==> src/design/usbcts_pkg.sv <==
// Shared codes and constants for the USB control transfer sequencer.
`timescale 1ns / 1ps

package usbcts_pkg;

  // Transfer phases
  localparam logic [2:0] PH_IDLE   = 3'd0;
  localparam logic [2:0] PH_SETUP  = 3'd1;
  localparam logic [2:0] PH_DIN    = 3'd2;
  localparam logic [2:0] PH_DOUT   = 3'd3;
  localparam logic [2:0] PH_STATUS = 3'd4;

  // Result actions
  localparam logic [1:0] ACT_SETUP = 2'd0;
  localparam logic [1:0] ACT_IN    = 2'd1;
  localparam logic [1:0] ACT_OUT   = 2'd2;
  localparam logic [1:0] ACT_DONE  = 2'd3;

  // Done codes
  localparam logic [1:0] DC_OK    = 2'd0;
  localparam logic [1:0] DC_ERR   = 2'd1;
  localparam logic [1:0] DC_STALL = 2'd2;
  localparam logic [1:0] DC_DISC  = 2'd3;

  // Token status codes
  localparam logic [2:0] TS_OK    = 3'd0;
  localparam logic [2:0] TS_NAK   = 3'd1;
  localparam logic [2:0] TS_STALL = 3'd2;
  localparam logic [2:0] TS_DISC  = 3'd3;

  // Kind of an input beat
  localparam logic REQ_START  = 1'b0;
  localparam logic REQ_RESULT = 1'b1;

  localparam logic [7:0] REQ_GET_DESC  = 8'd6;
  localparam logic       STATUS_TOGGLE = 1'b1;

  // Endpoint zero max packet size limits and reset value
  localparam logic [6:0] MPS_MIN   = 7'd8;
  localparam logic [6:0] MPS_MAX   = 7'd64;
  localparam logic [6:0] MPS_RESET = 7'd8;

  // Register address (byte address of the word)
  localparam logic ADDR_MPS = 1'b0;

endpackage

==> src/design/usb_control_transfer_sequencer_unit.sv <==
// Top level of the USB host control transfer sequencer for endpoint zero.
`timescale 1ns / 1ps

// Usage:
//   The input channel (in_valid / in_stall) carries start beats (item_kind 0,
//   with the setup request fields) and token result beats (item_kind 1, with
//   token_status, packet_len, link_fail and read_fail). The output channel
//   (out_valid / out_stall) carries one result beat per input beat: the next
//   token to issue (SETUP, IN, OUT with its toggle and length) or a done
//   beat with its code and byte count. A result beat that arrives while the
//   transfer is idle produces no output.
//   The result is registered and appears in the cycle after its input
//   beat is taken. Throughput: one beat per cycle when not stalled; all
//   work for a beat is one pass of logic from the input ports to the
//   result register. When the receiver stalls, the result register holds
//   its beat and in_stall rises, so no further beat is taken until the
//   result drains. Reset (synchronous, active high) returns the transfer
//   to idle, empties the result register and sets max_packet_size back to 8.
//   The APB port holds max_packet_size at byte address 0; values below 8
//   act as 8 and values above 64 act as 64.
module usb_control_transfer_sequencer_unit
  import usbcts_pkg::*;
(
  input  logic        clk,
  input  logic        rst,
  // APB configuration port
  input  logic        psel,
  input  logic        penable,
  input  logic        pwrite,
  input  logic [2:0]  paddr,
  input  logic [31:0] pwdata,
  output logic [31:0] prdata,
  output logic        pready,
  // input channel
  input  logic        in_valid,
  output logic        in_stall,
  input  logic        item_kind,
  input  logic [7:0]  request_type,
  input  logic [7:0]  request_code,
  input  logic [15:0] value,
  input  logic [15:0] index,
  input  logic [15:0] length,
  input  logic [2:0]  token_status,
  input  logic [6:0]  packet_len,
  input  logic        link_fail,
  input  logic        read_fail,
  // output channel
  output logic        out_valid,
  input  logic        out_stall,
  output logic [1:0]  action,
  output logic        toggle,
  output logic [6:0]  out_len,
  output logic [63:0] setup_packet,
  output logic        tolerant_retry,
  output logic [1:0]  done_code,
  output logic [15:0] xfer_len
);

  // Configuration register
  logic [6:0]  max_packet_size;
  logic [6:0]  mps;

  // Transfer state
  logic [2:0]  phase, phase_next;
  logic        seq_toggle, seq_toggle_next;
  logic [15:0] bytes_done, bytes_done_next;
  logic [15:0] bytes_wanted, bytes_wanted_next;
  logic        dir_in, dir_in_next;
  logic [6:0]  last_chunk, last_chunk_next;

  // Result beat under construction
  logic        res_valid;
  logic [1:0]  res_action;
  logic        res_toggle;
  logic [6:0]  res_out_len;
  logic [63:0] res_packet;
  logic        res_tolerant;
  logic [1:0]  res_done_code;
  logic [15:0] res_xfer_len;

  logic        accept;

  // Datapath helpers
  logic [15:0] rem_in;
  logic [6:0]  got;
  logic [15:0] done_in;
  logic [15:0] done_out;
  logic [15:0] rem_out;
  logic [15:0] rem_chunk;
  logic [6:0]  chunk;

  function automatic logic [1:0] fail_code(input logic [2:0] st);
    logic [1:0] dc;
    begin
      if (st == TS_DISC) begin
        dc = DC_DISC;
      end else if (st == TS_STALL) begin
        dc = DC_STALL;
      end else begin
        dc = DC_ERR;
      end
      return dc;
    end
  endfunction

  // APB: always ready, one register
  assign pready = 1'b1;
  assign prdata = {25'd0, max_packet_size};

  always_ff @(posedge clk) begin
    if (rst) begin
      max_packet_size <= MPS_RESET;
    end else if (psel && penable && pwrite && paddr[2] == ADDR_MPS) begin
      max_packet_size <= pwdata[6:0];
    end
  end

  // Clamp the configured size into the legal packet range
  always_comb begin
    if (max_packet_size < MPS_MIN) begin
      mps = MPS_MIN;
    end else if (max_packet_size > MPS_MAX) begin
      mps = MPS_MAX;
    end else begin
      mps = max_packet_size;
    end
  end

  // Take a beat whenever the result register is free or draining
  assign in_stall = out_valid && out_stall;
  assign accept   = in_valid && !in_stall;

  // IN data stage: received length saturates at the bytes still wanted
  assign rem_in  = bytes_wanted - bytes_done;
  assign got     = ({9'd0, packet_len} > rem_in) ? rem_in[6:0] : packet_len;
  assign done_in = bytes_done + {9'd0, got};

  // OUT chunking: from a start of data stage, or after the last chunk landed
  assign done_out  = bytes_done + {9'd0, last_chunk};
  assign rem_out   = bytes_wanted - done_out;
  assign rem_chunk = (phase == PH_DOUT) ? rem_out : bytes_wanted;
  assign chunk     = (rem_chunk > {9'd0, mps}) ? mps : rem_chunk[6:0];

  always_comb begin
    phase_next        = phase;
    seq_toggle_next   = seq_toggle;
    bytes_done_next   = bytes_done;
    bytes_wanted_next = bytes_wanted;
    dir_in_next       = dir_in;
    last_chunk_next   = last_chunk;

    res_valid     = 1'b0;
    res_action    = ACT_DONE;
    res_toggle    = 1'b0;
    res_out_len   = 7'd0;
    res_packet    = 64'd0;
    res_tolerant  = 1'b0;
    res_done_code = DC_OK;
    res_xfer_len  = 16'd0;

    if (item_kind == REQ_START) begin
      // Latch the request and issue SETUP
      dir_in_next       = request_type[7];
      bytes_wanted_next = length;
      bytes_done_next   = 16'd0;
      seq_toggle_next   = 1'b0;
      last_chunk_next   = 7'd0;
      phase_next        = PH_SETUP;
      res_valid         = 1'b1;
      res_action        = ACT_SETUP;
      res_packet        = {length, index, value, request_code, request_type};
      res_tolerant      = (request_code == REQ_GET_DESC);
    end else begin
      case (phase)
        PH_SETUP: begin
          res_valid = 1'b1;
          if (link_fail) begin
            phase_next    = PH_IDLE;
            res_done_code = DC_ERR;
          end else if (token_status != TS_OK) begin
            phase_next    = PH_IDLE;
            res_done_code = fail_code(token_status);
          end else begin
            seq_toggle_next = 1'b1;
            if (bytes_wanted == 16'd0) begin
              phase_next = PH_STATUS;
              res_action = dir_in ? ACT_OUT : ACT_IN;
              res_toggle = STATUS_TOGGLE;
            end else if (dir_in) begin
              phase_next = PH_DIN;
              res_action = ACT_IN;
              res_toggle = 1'b1;
            end else begin
              phase_next      = PH_DOUT;
              last_chunk_next = chunk;
              res_action      = ACT_OUT;
              res_toggle      = 1'b1;
              res_out_len     = chunk;
            end
          end
        end

        PH_DIN: begin
          res_valid = 1'b1;
          if (link_fail) begin
            phase_next    = PH_IDLE;
            res_done_code = DC_ERR;
          end else if (token_status == TS_NAK) begin
            // Re-issue the same IN token
            res_action = ACT_IN;
            res_toggle = seq_toggle;
          end else if (token_status == TS_STALL || token_status == TS_DISC) begin
            phase_next    = PH_IDLE;
            res_done_code = fail_code(token_status);
          end else if (token_status != TS_OK || read_fail) begin
            if (bytes_done != 16'd0) begin
              phase_next = PH_STATUS;
              res_action = ACT_OUT;
              res_toggle = STATUS_TOGGLE;
            end else begin
              phase_next    = PH_IDLE;
              res_done_code = DC_ERR;
            end
          end else begin
            if (got != 7'd0) begin
              bytes_done_next = done_in;
              seq_toggle_next = !seq_toggle;
            end
            // Short packet or everything received: go to status
            if (got < mps || done_in >= bytes_wanted) begin
              phase_next = PH_STATUS;
              res_action = ACT_OUT;
              res_toggle = STATUS_TOGGLE;
            end else begin
              res_action = ACT_IN;
              res_toggle = (got != 7'd0) ? !seq_toggle : seq_toggle;
            end
          end
        end

        PH_DOUT: begin
          res_valid = 1'b1;
          if (link_fail) begin
            phase_next    = PH_IDLE;
            res_done_code = DC_ERR;
          end else if (token_status != TS_OK) begin
            phase_next    = PH_IDLE;
            res_done_code = fail_code(token_status);
          end else begin
            bytes_done_next = done_out;
            seq_toggle_next = !seq_toggle;
            if (done_out < bytes_wanted) begin
              last_chunk_next = chunk;
              res_action      = ACT_OUT;
              res_toggle      = !seq_toggle;
              res_out_len     = chunk;
            end else begin
              phase_next = PH_STATUS;
              res_action = ACT_IN;
              res_toggle = STATUS_TOGGLE;
            end
          end
        end

        PH_STATUS: begin
          res_valid  = 1'b1;
          phase_next = PH_IDLE;
          if (link_fail || token_status != TS_OK) begin
            // IN transfer that already holds data counts as success
            if (dir_in && bytes_done != 16'd0) begin
              res_done_code = DC_OK;
            end else if (link_fail) begin
              res_done_code = DC_ERR;
            end else begin
              res_done_code = fail_code(token_status);
            end
          end else begin
            res_done_code = DC_OK;
          end
          if (res_done_code == DC_OK) begin
            res_xfer_len = bytes_done;
          end
        end

        default: begin
          // Result with no transfer open: drop it
          phase_next = PH_IDLE;
        end
      endcase
    end
  end

  // Transfer state registers
  always_ff @(posedge clk) begin
    if (rst) begin
      phase        <= PH_IDLE;
      seq_toggle   <= 1'b0;
      bytes_done   <= 16'd0;
      bytes_wanted <= 16'd0;
      dir_in       <= 1'b0;
      last_chunk   <= 7'd0;
    end else if (accept) begin
      phase        <= phase_next;
      seq_toggle   <= seq_toggle_next;
      bytes_done   <= bytes_done_next;
      bytes_wanted <= bytes_wanted_next;
      dir_in       <= dir_in_next;
      last_chunk   <= last_chunk_next;
    end
  end

  // Result register: load on accept, drop when taken and nothing new
  always_ff @(posedge clk) begin
    if (rst) begin
      out_valid <= 1'b0;
    end else if (accept) begin
      out_valid <= res_valid;
    end else if (!out_stall) begin
      out_valid <= 1'b0;
    end
  end

  always_ff @(posedge clk) begin
    if (accept && res_valid) begin
      action         <= res_action;
      toggle         <= res_toggle;
      out_len        <= res_out_len;
      setup_packet   <= res_packet;
      tolerant_retry <= res_tolerant;
      done_code      <= res_done_code;
      xfer_len       <= res_xfer_len;
    end
  end

endmodule
==> config.mk <==
export PLATFORM = sky130hd
export DESIGN_NAME = usb_control_transfer_sequencer_unit
export DESIGN_NICKNAME = d
export VERILOG_FILES = /design/src/design/usbcts_pkg.sv /design/src/design/usb_control_transfer_sequencer_unit.sv
export SDC_FILE = /design/constraint.sdc
export NUM_CORES = 1
export LEC_CHECK = 0
export BUFFER_PORTS_ARGS = -buffer_cell sky130_fd_sc_hd__buf_2
export CAP_MARGIN = 20
export CORE_UTILIZATION = 30
export DETAILED_ROUTE_END_ITERATION = 10
export PLACE_DENSITY = 0.53
export REMOVE_ABC_BUFFERS = 1
export SETUP_SLACK_MARGIN = 0.2
export SYNTH_ARGS = -nofsm -noshare
export SYNTH_HDL_FRONTEND = slang
export SYNTH_SLANG_ARGS = --single-unit
export TNS_END_PERCENT = 30
==> constraint.sdc <==
create_clock -name clk -period 6.2 [get_ports clk]
set_clock_uncertainty 0.05 [all_clocks]
set_input_delay 1.24 -clock clk [delete_from_list [all_inputs] [get_ports clk]]
set_output_delay 1.24 -clock clk [all_outputs]
set_load 0.005 [all_outputs]
==> impl_metrics.py <==
metrics = {
    "final_layout": {
        "multi_input_area_sq_um": 6150,
        "utilization_pct": 42.9,
        "drive_gt1_share_pct": 35.9,
        "fin_cells": 1925,
        "nets": 1676,
        "syn2layout_area_growth_pct": 39.6,
        "fin_area_sq_um": 14100,
        "fillers": 3199,
        "final-seq-area_sq_um": 3840,
        "antenna_cells": 0,
    },
    "worst_setup_path": {
        "crit_start": "bytes_wanted[0]",
        "r2r_slack_ns": -0.65,
        "critPathCapture": "phase[0]",
        "critPathCaptureType": "flip-flop",
        "reg2reg_to": "phase[0]",
        "critical_path.slowest_cell": "dfxtp_2",
        "start_kind": "flip-flop",
        "reg2regPathDepth": 36,
        "worstPathRequired_ns": 6.53,
        "arrival_ns": 7.18,
        "critPathKind": "reg2reg",
        "crit_path_frequent_cell": "a21o_1",
        "cpPeakStageDelay_ns": 0.34,
        "worstPathMaxFanout": 4,
        "rr_startpoint": "bytes_wanted[0]",
    },
    "sta": {
        "finalHoldViolCount": 0,
        "min_period_over_period_pct": 110,
        "hold_slack_ns": 0.420,
        "worst_pin_slew_ns": 1.02,
        "maxSlewViolCount": 0,
        "fin_crit_ns": 6.85,
        "rsz0062_at_grt": "yes",
        "slew_headroom_pct": 32.0,
        "finalSetupViolCount": 6,
        "fin_ws_ns": -0.649,
        "fmax_ghz": 0.146,
    },
    "yosys": {
        "yosysUniqueCellTypes": 82,
        "avgSynthCellArea_sq_um": 9.15,
        "synthArstFlopShare_pct": 0,
        "syn_inst": 1100,
        "synth_edf_count": 93,
        "ys_warn_count": 0,
        "synth_seq_cells": 145,
        "seq_area_frac_synth_pct": 38.1,
        "ys.flop_type": "edfxtp_1",
        "synth_area_sq_um": 10100,
    },
    "placed_design": {
        "dp.cells": 1837,
        "gp_congestion": 0.909,
        "place_hpwl_microns": 24500,
        "post_dp_cell_area_sq_um": 12400,
        "io_buffer_count": 193,
    },
    "power_and_ir_drop": {
        "power.density_nw_per_um2": 216,
        "power.leakage_nw": 6.19,
        "p_clk_share_pct": 35.3,
        "power_frac_comb_pct": 28.5,
        "p_sw_w": 0.000917,
        "p_sw_share_pct": 30.2,
        "ir_drop_uv": 138,
        "internal-power_w": 0.00212,
        "seq_power_share_pct": 36.2,
    },
    "detailed_routing": {
        "wl_per_cell_microns": 17.4,
        "drt_iter0_markers": 692,
        "vias": 9587,
        "dr.pass1.iters": 5,
        "drc": 0,
        "viasPerCell": 4.98,
        "ant_nets": 0,
        "wl_microns": 33500,
    },
    "global_route": {
        "grtUsageTotal_pct": 18.8,
        "antenna_found_initial": 0,
        "grt_pass1_vias": 9057,
        "grt_max_degree": 67,
        "grt_pass1_wl_microns": 49100,
        "grt_overflow": 0,
    },
    "die": {
        "pin_count": 247,
        "start_util_pct": 30.7,
        "die-area_sq_um": 34300,
        "die_x_microns": 185,
        "rows": 66,
        "coreArea_sq_um": 32800,
        "dieHeight_microns": 185,
    },
    "cts": {
        "cts-root-buf": "clkbuf_16",
        "cts_tree": "yes",
        "htreeDepth": 4,
        "cts.sinks": 145,
        "numCtsBuffers": 17,
        "hold_buffers": 0,
        "clock_latency_ns": 0.44,
        "clockBufferDepth": 2,
        "clkTransAtPathRegs_ns": 0.07,
    },
    "run_status": {
        "outcome": "finished with violations",
        "violations": "setup timing",
    },
    "hold_path": {
        "hold_path_class": "reg2reg",
    },
    "run": {
        "drv_cap": 0,
    },
}
## power by group through the flow
stage / clock network [W] / logic [W] / registers, W
floorplan: 0 / 0.000346 / 0.00113
global placement: 0 / 0.000628 / 0.00112
detailed placement: 0 / 0.000631 / 0.00112
CTS: 0.00109 / 0.000743 / 0.00110
global route: 0.00113 / 0.000929 / 0.00110
finish: 0.00107 / 0.000864 / 0.00110
## timing repair
item	4_1_cts	5_1_grt
gates cloned	0	1
resized for setup	54	81
hold endpoints to repair	0	0
buffers inserted	40	15
endpoints found under the setup margin	7	36
pin swaps	36	46
## area by class of cell
cell class	count	share of cell area, %
clock buffer	17	3.03
clock inverter	15	1.22
inverter	76	2.03
multi-input combinational	836	43.8
sequential	145	27.3
tap	442	3.93
timing repair buffer	394	18.7
## through the flow
stage	TNS (ns)	setup WS, ns	total power (W)
after floorplan	-44.96	-0.542	0.00148
after global placement	-5.33	-0.921	0.00175
after detailed placement	-6.21	-1.10	0.00175
after CTS	-2.22	-0.401	0.00293
after global routing	-5.64	-0.947	0.00316
final	-3.75	-0.649	0.00303
## flip-flops by register name, summed over array words and instances (netlist names), 3 cells and up
name	count
setup_packet	64
bytes_done	16
bytes_wanted	16
xfer_len	16
last_chunk	7
max_packet_size	7
out_len	7
phase	3
## Yosys cell counts, drive strengths merged, types with 32 or more instances
cell type | n | area (sq um)
nand2 | 99 | 372
edfxtp | 93 | 2790
a21oi | 83 | 423
ha | 83 | 1040
nor2b | 79 | 494
inv | 75 | 282
nor2 | 63 | 239
o21ai | 54 | 274
dfxtp | 52 | 1040
buf | 38 | 268
nand3 | 32 | 170
## cell families after synthesis
logic type      count (synthesis)  synth area share, %
simple gates                  393                 20.5
mux                            30                 3.06
xor+xnor                       41                 3.64
buf+inv                       144                 6.61
flops                         145                 38.1
compound gates                258                 16.9
fa+ha+maj                      87                 11.1
other cells                     2               0.0746
## worst min-delay path by stage
stage | startpoint | end | slack [ns] | cells after the start
global route | last_chunk[4] | last_chunk[4] | 0.44 | 2
global placement | last_chunk[4] | last_chunk[4] | 0.41 | 2
CTS | last_chunk[4] | last_chunk[4] | 0.43 | 2
floorplan | last_chunk[6] | last_chunk[6] | 0.38 | 2
detailed placement | last_chunk[4] | last_chunk[4] | 0.42 | 2
finish | last_chunk[4] | last_chunk[4] | 0.42 | 2
## cells in the final DEF, fill, tap and decap left out, types with 7 or more instances in the layout
master and count:
and2_1 19, nor3_1 21, ha_1 70, conb_1 26, o211ai_1 9, clkbuf_16 17, o21ai_0 43, xnor2_1 24
mux2i_1 24, dfxtp_1 49, buf_2 193, a21oi_2 12, nor2b_1 78, a21o_1 23, nand2_1 96, edfxtp_1 93
nand3_1 26, ha_4 11, inv_1 69, nor2_1 59, a21oi_1 68, buf_6 36, nand4_1 14, nor4_1 13
buf_4 163, nand2b_1 14, and3_1 7, o31a_1 7, xor2_1 10
## layer usage
layer / wire length, microns / GRT usage (%)
met1: 15300 / 24.6
met2: 15700 / 30.6
met3: 1620 / 2.93
met4: 982 / 7.74
met5: 0 / 0
## critical path, delay by kind of cell (launching register included)
family          cells  cell delay (ns)
compound gates     16             2.97
xor+xnor            2             0.37
fa+ha+maj           4             0.98
buf+inv             4             0.40
flops               1             0.34
mux                 1             0.33
simple gates        9             1.33
Power figures use the tool's default switching activity.
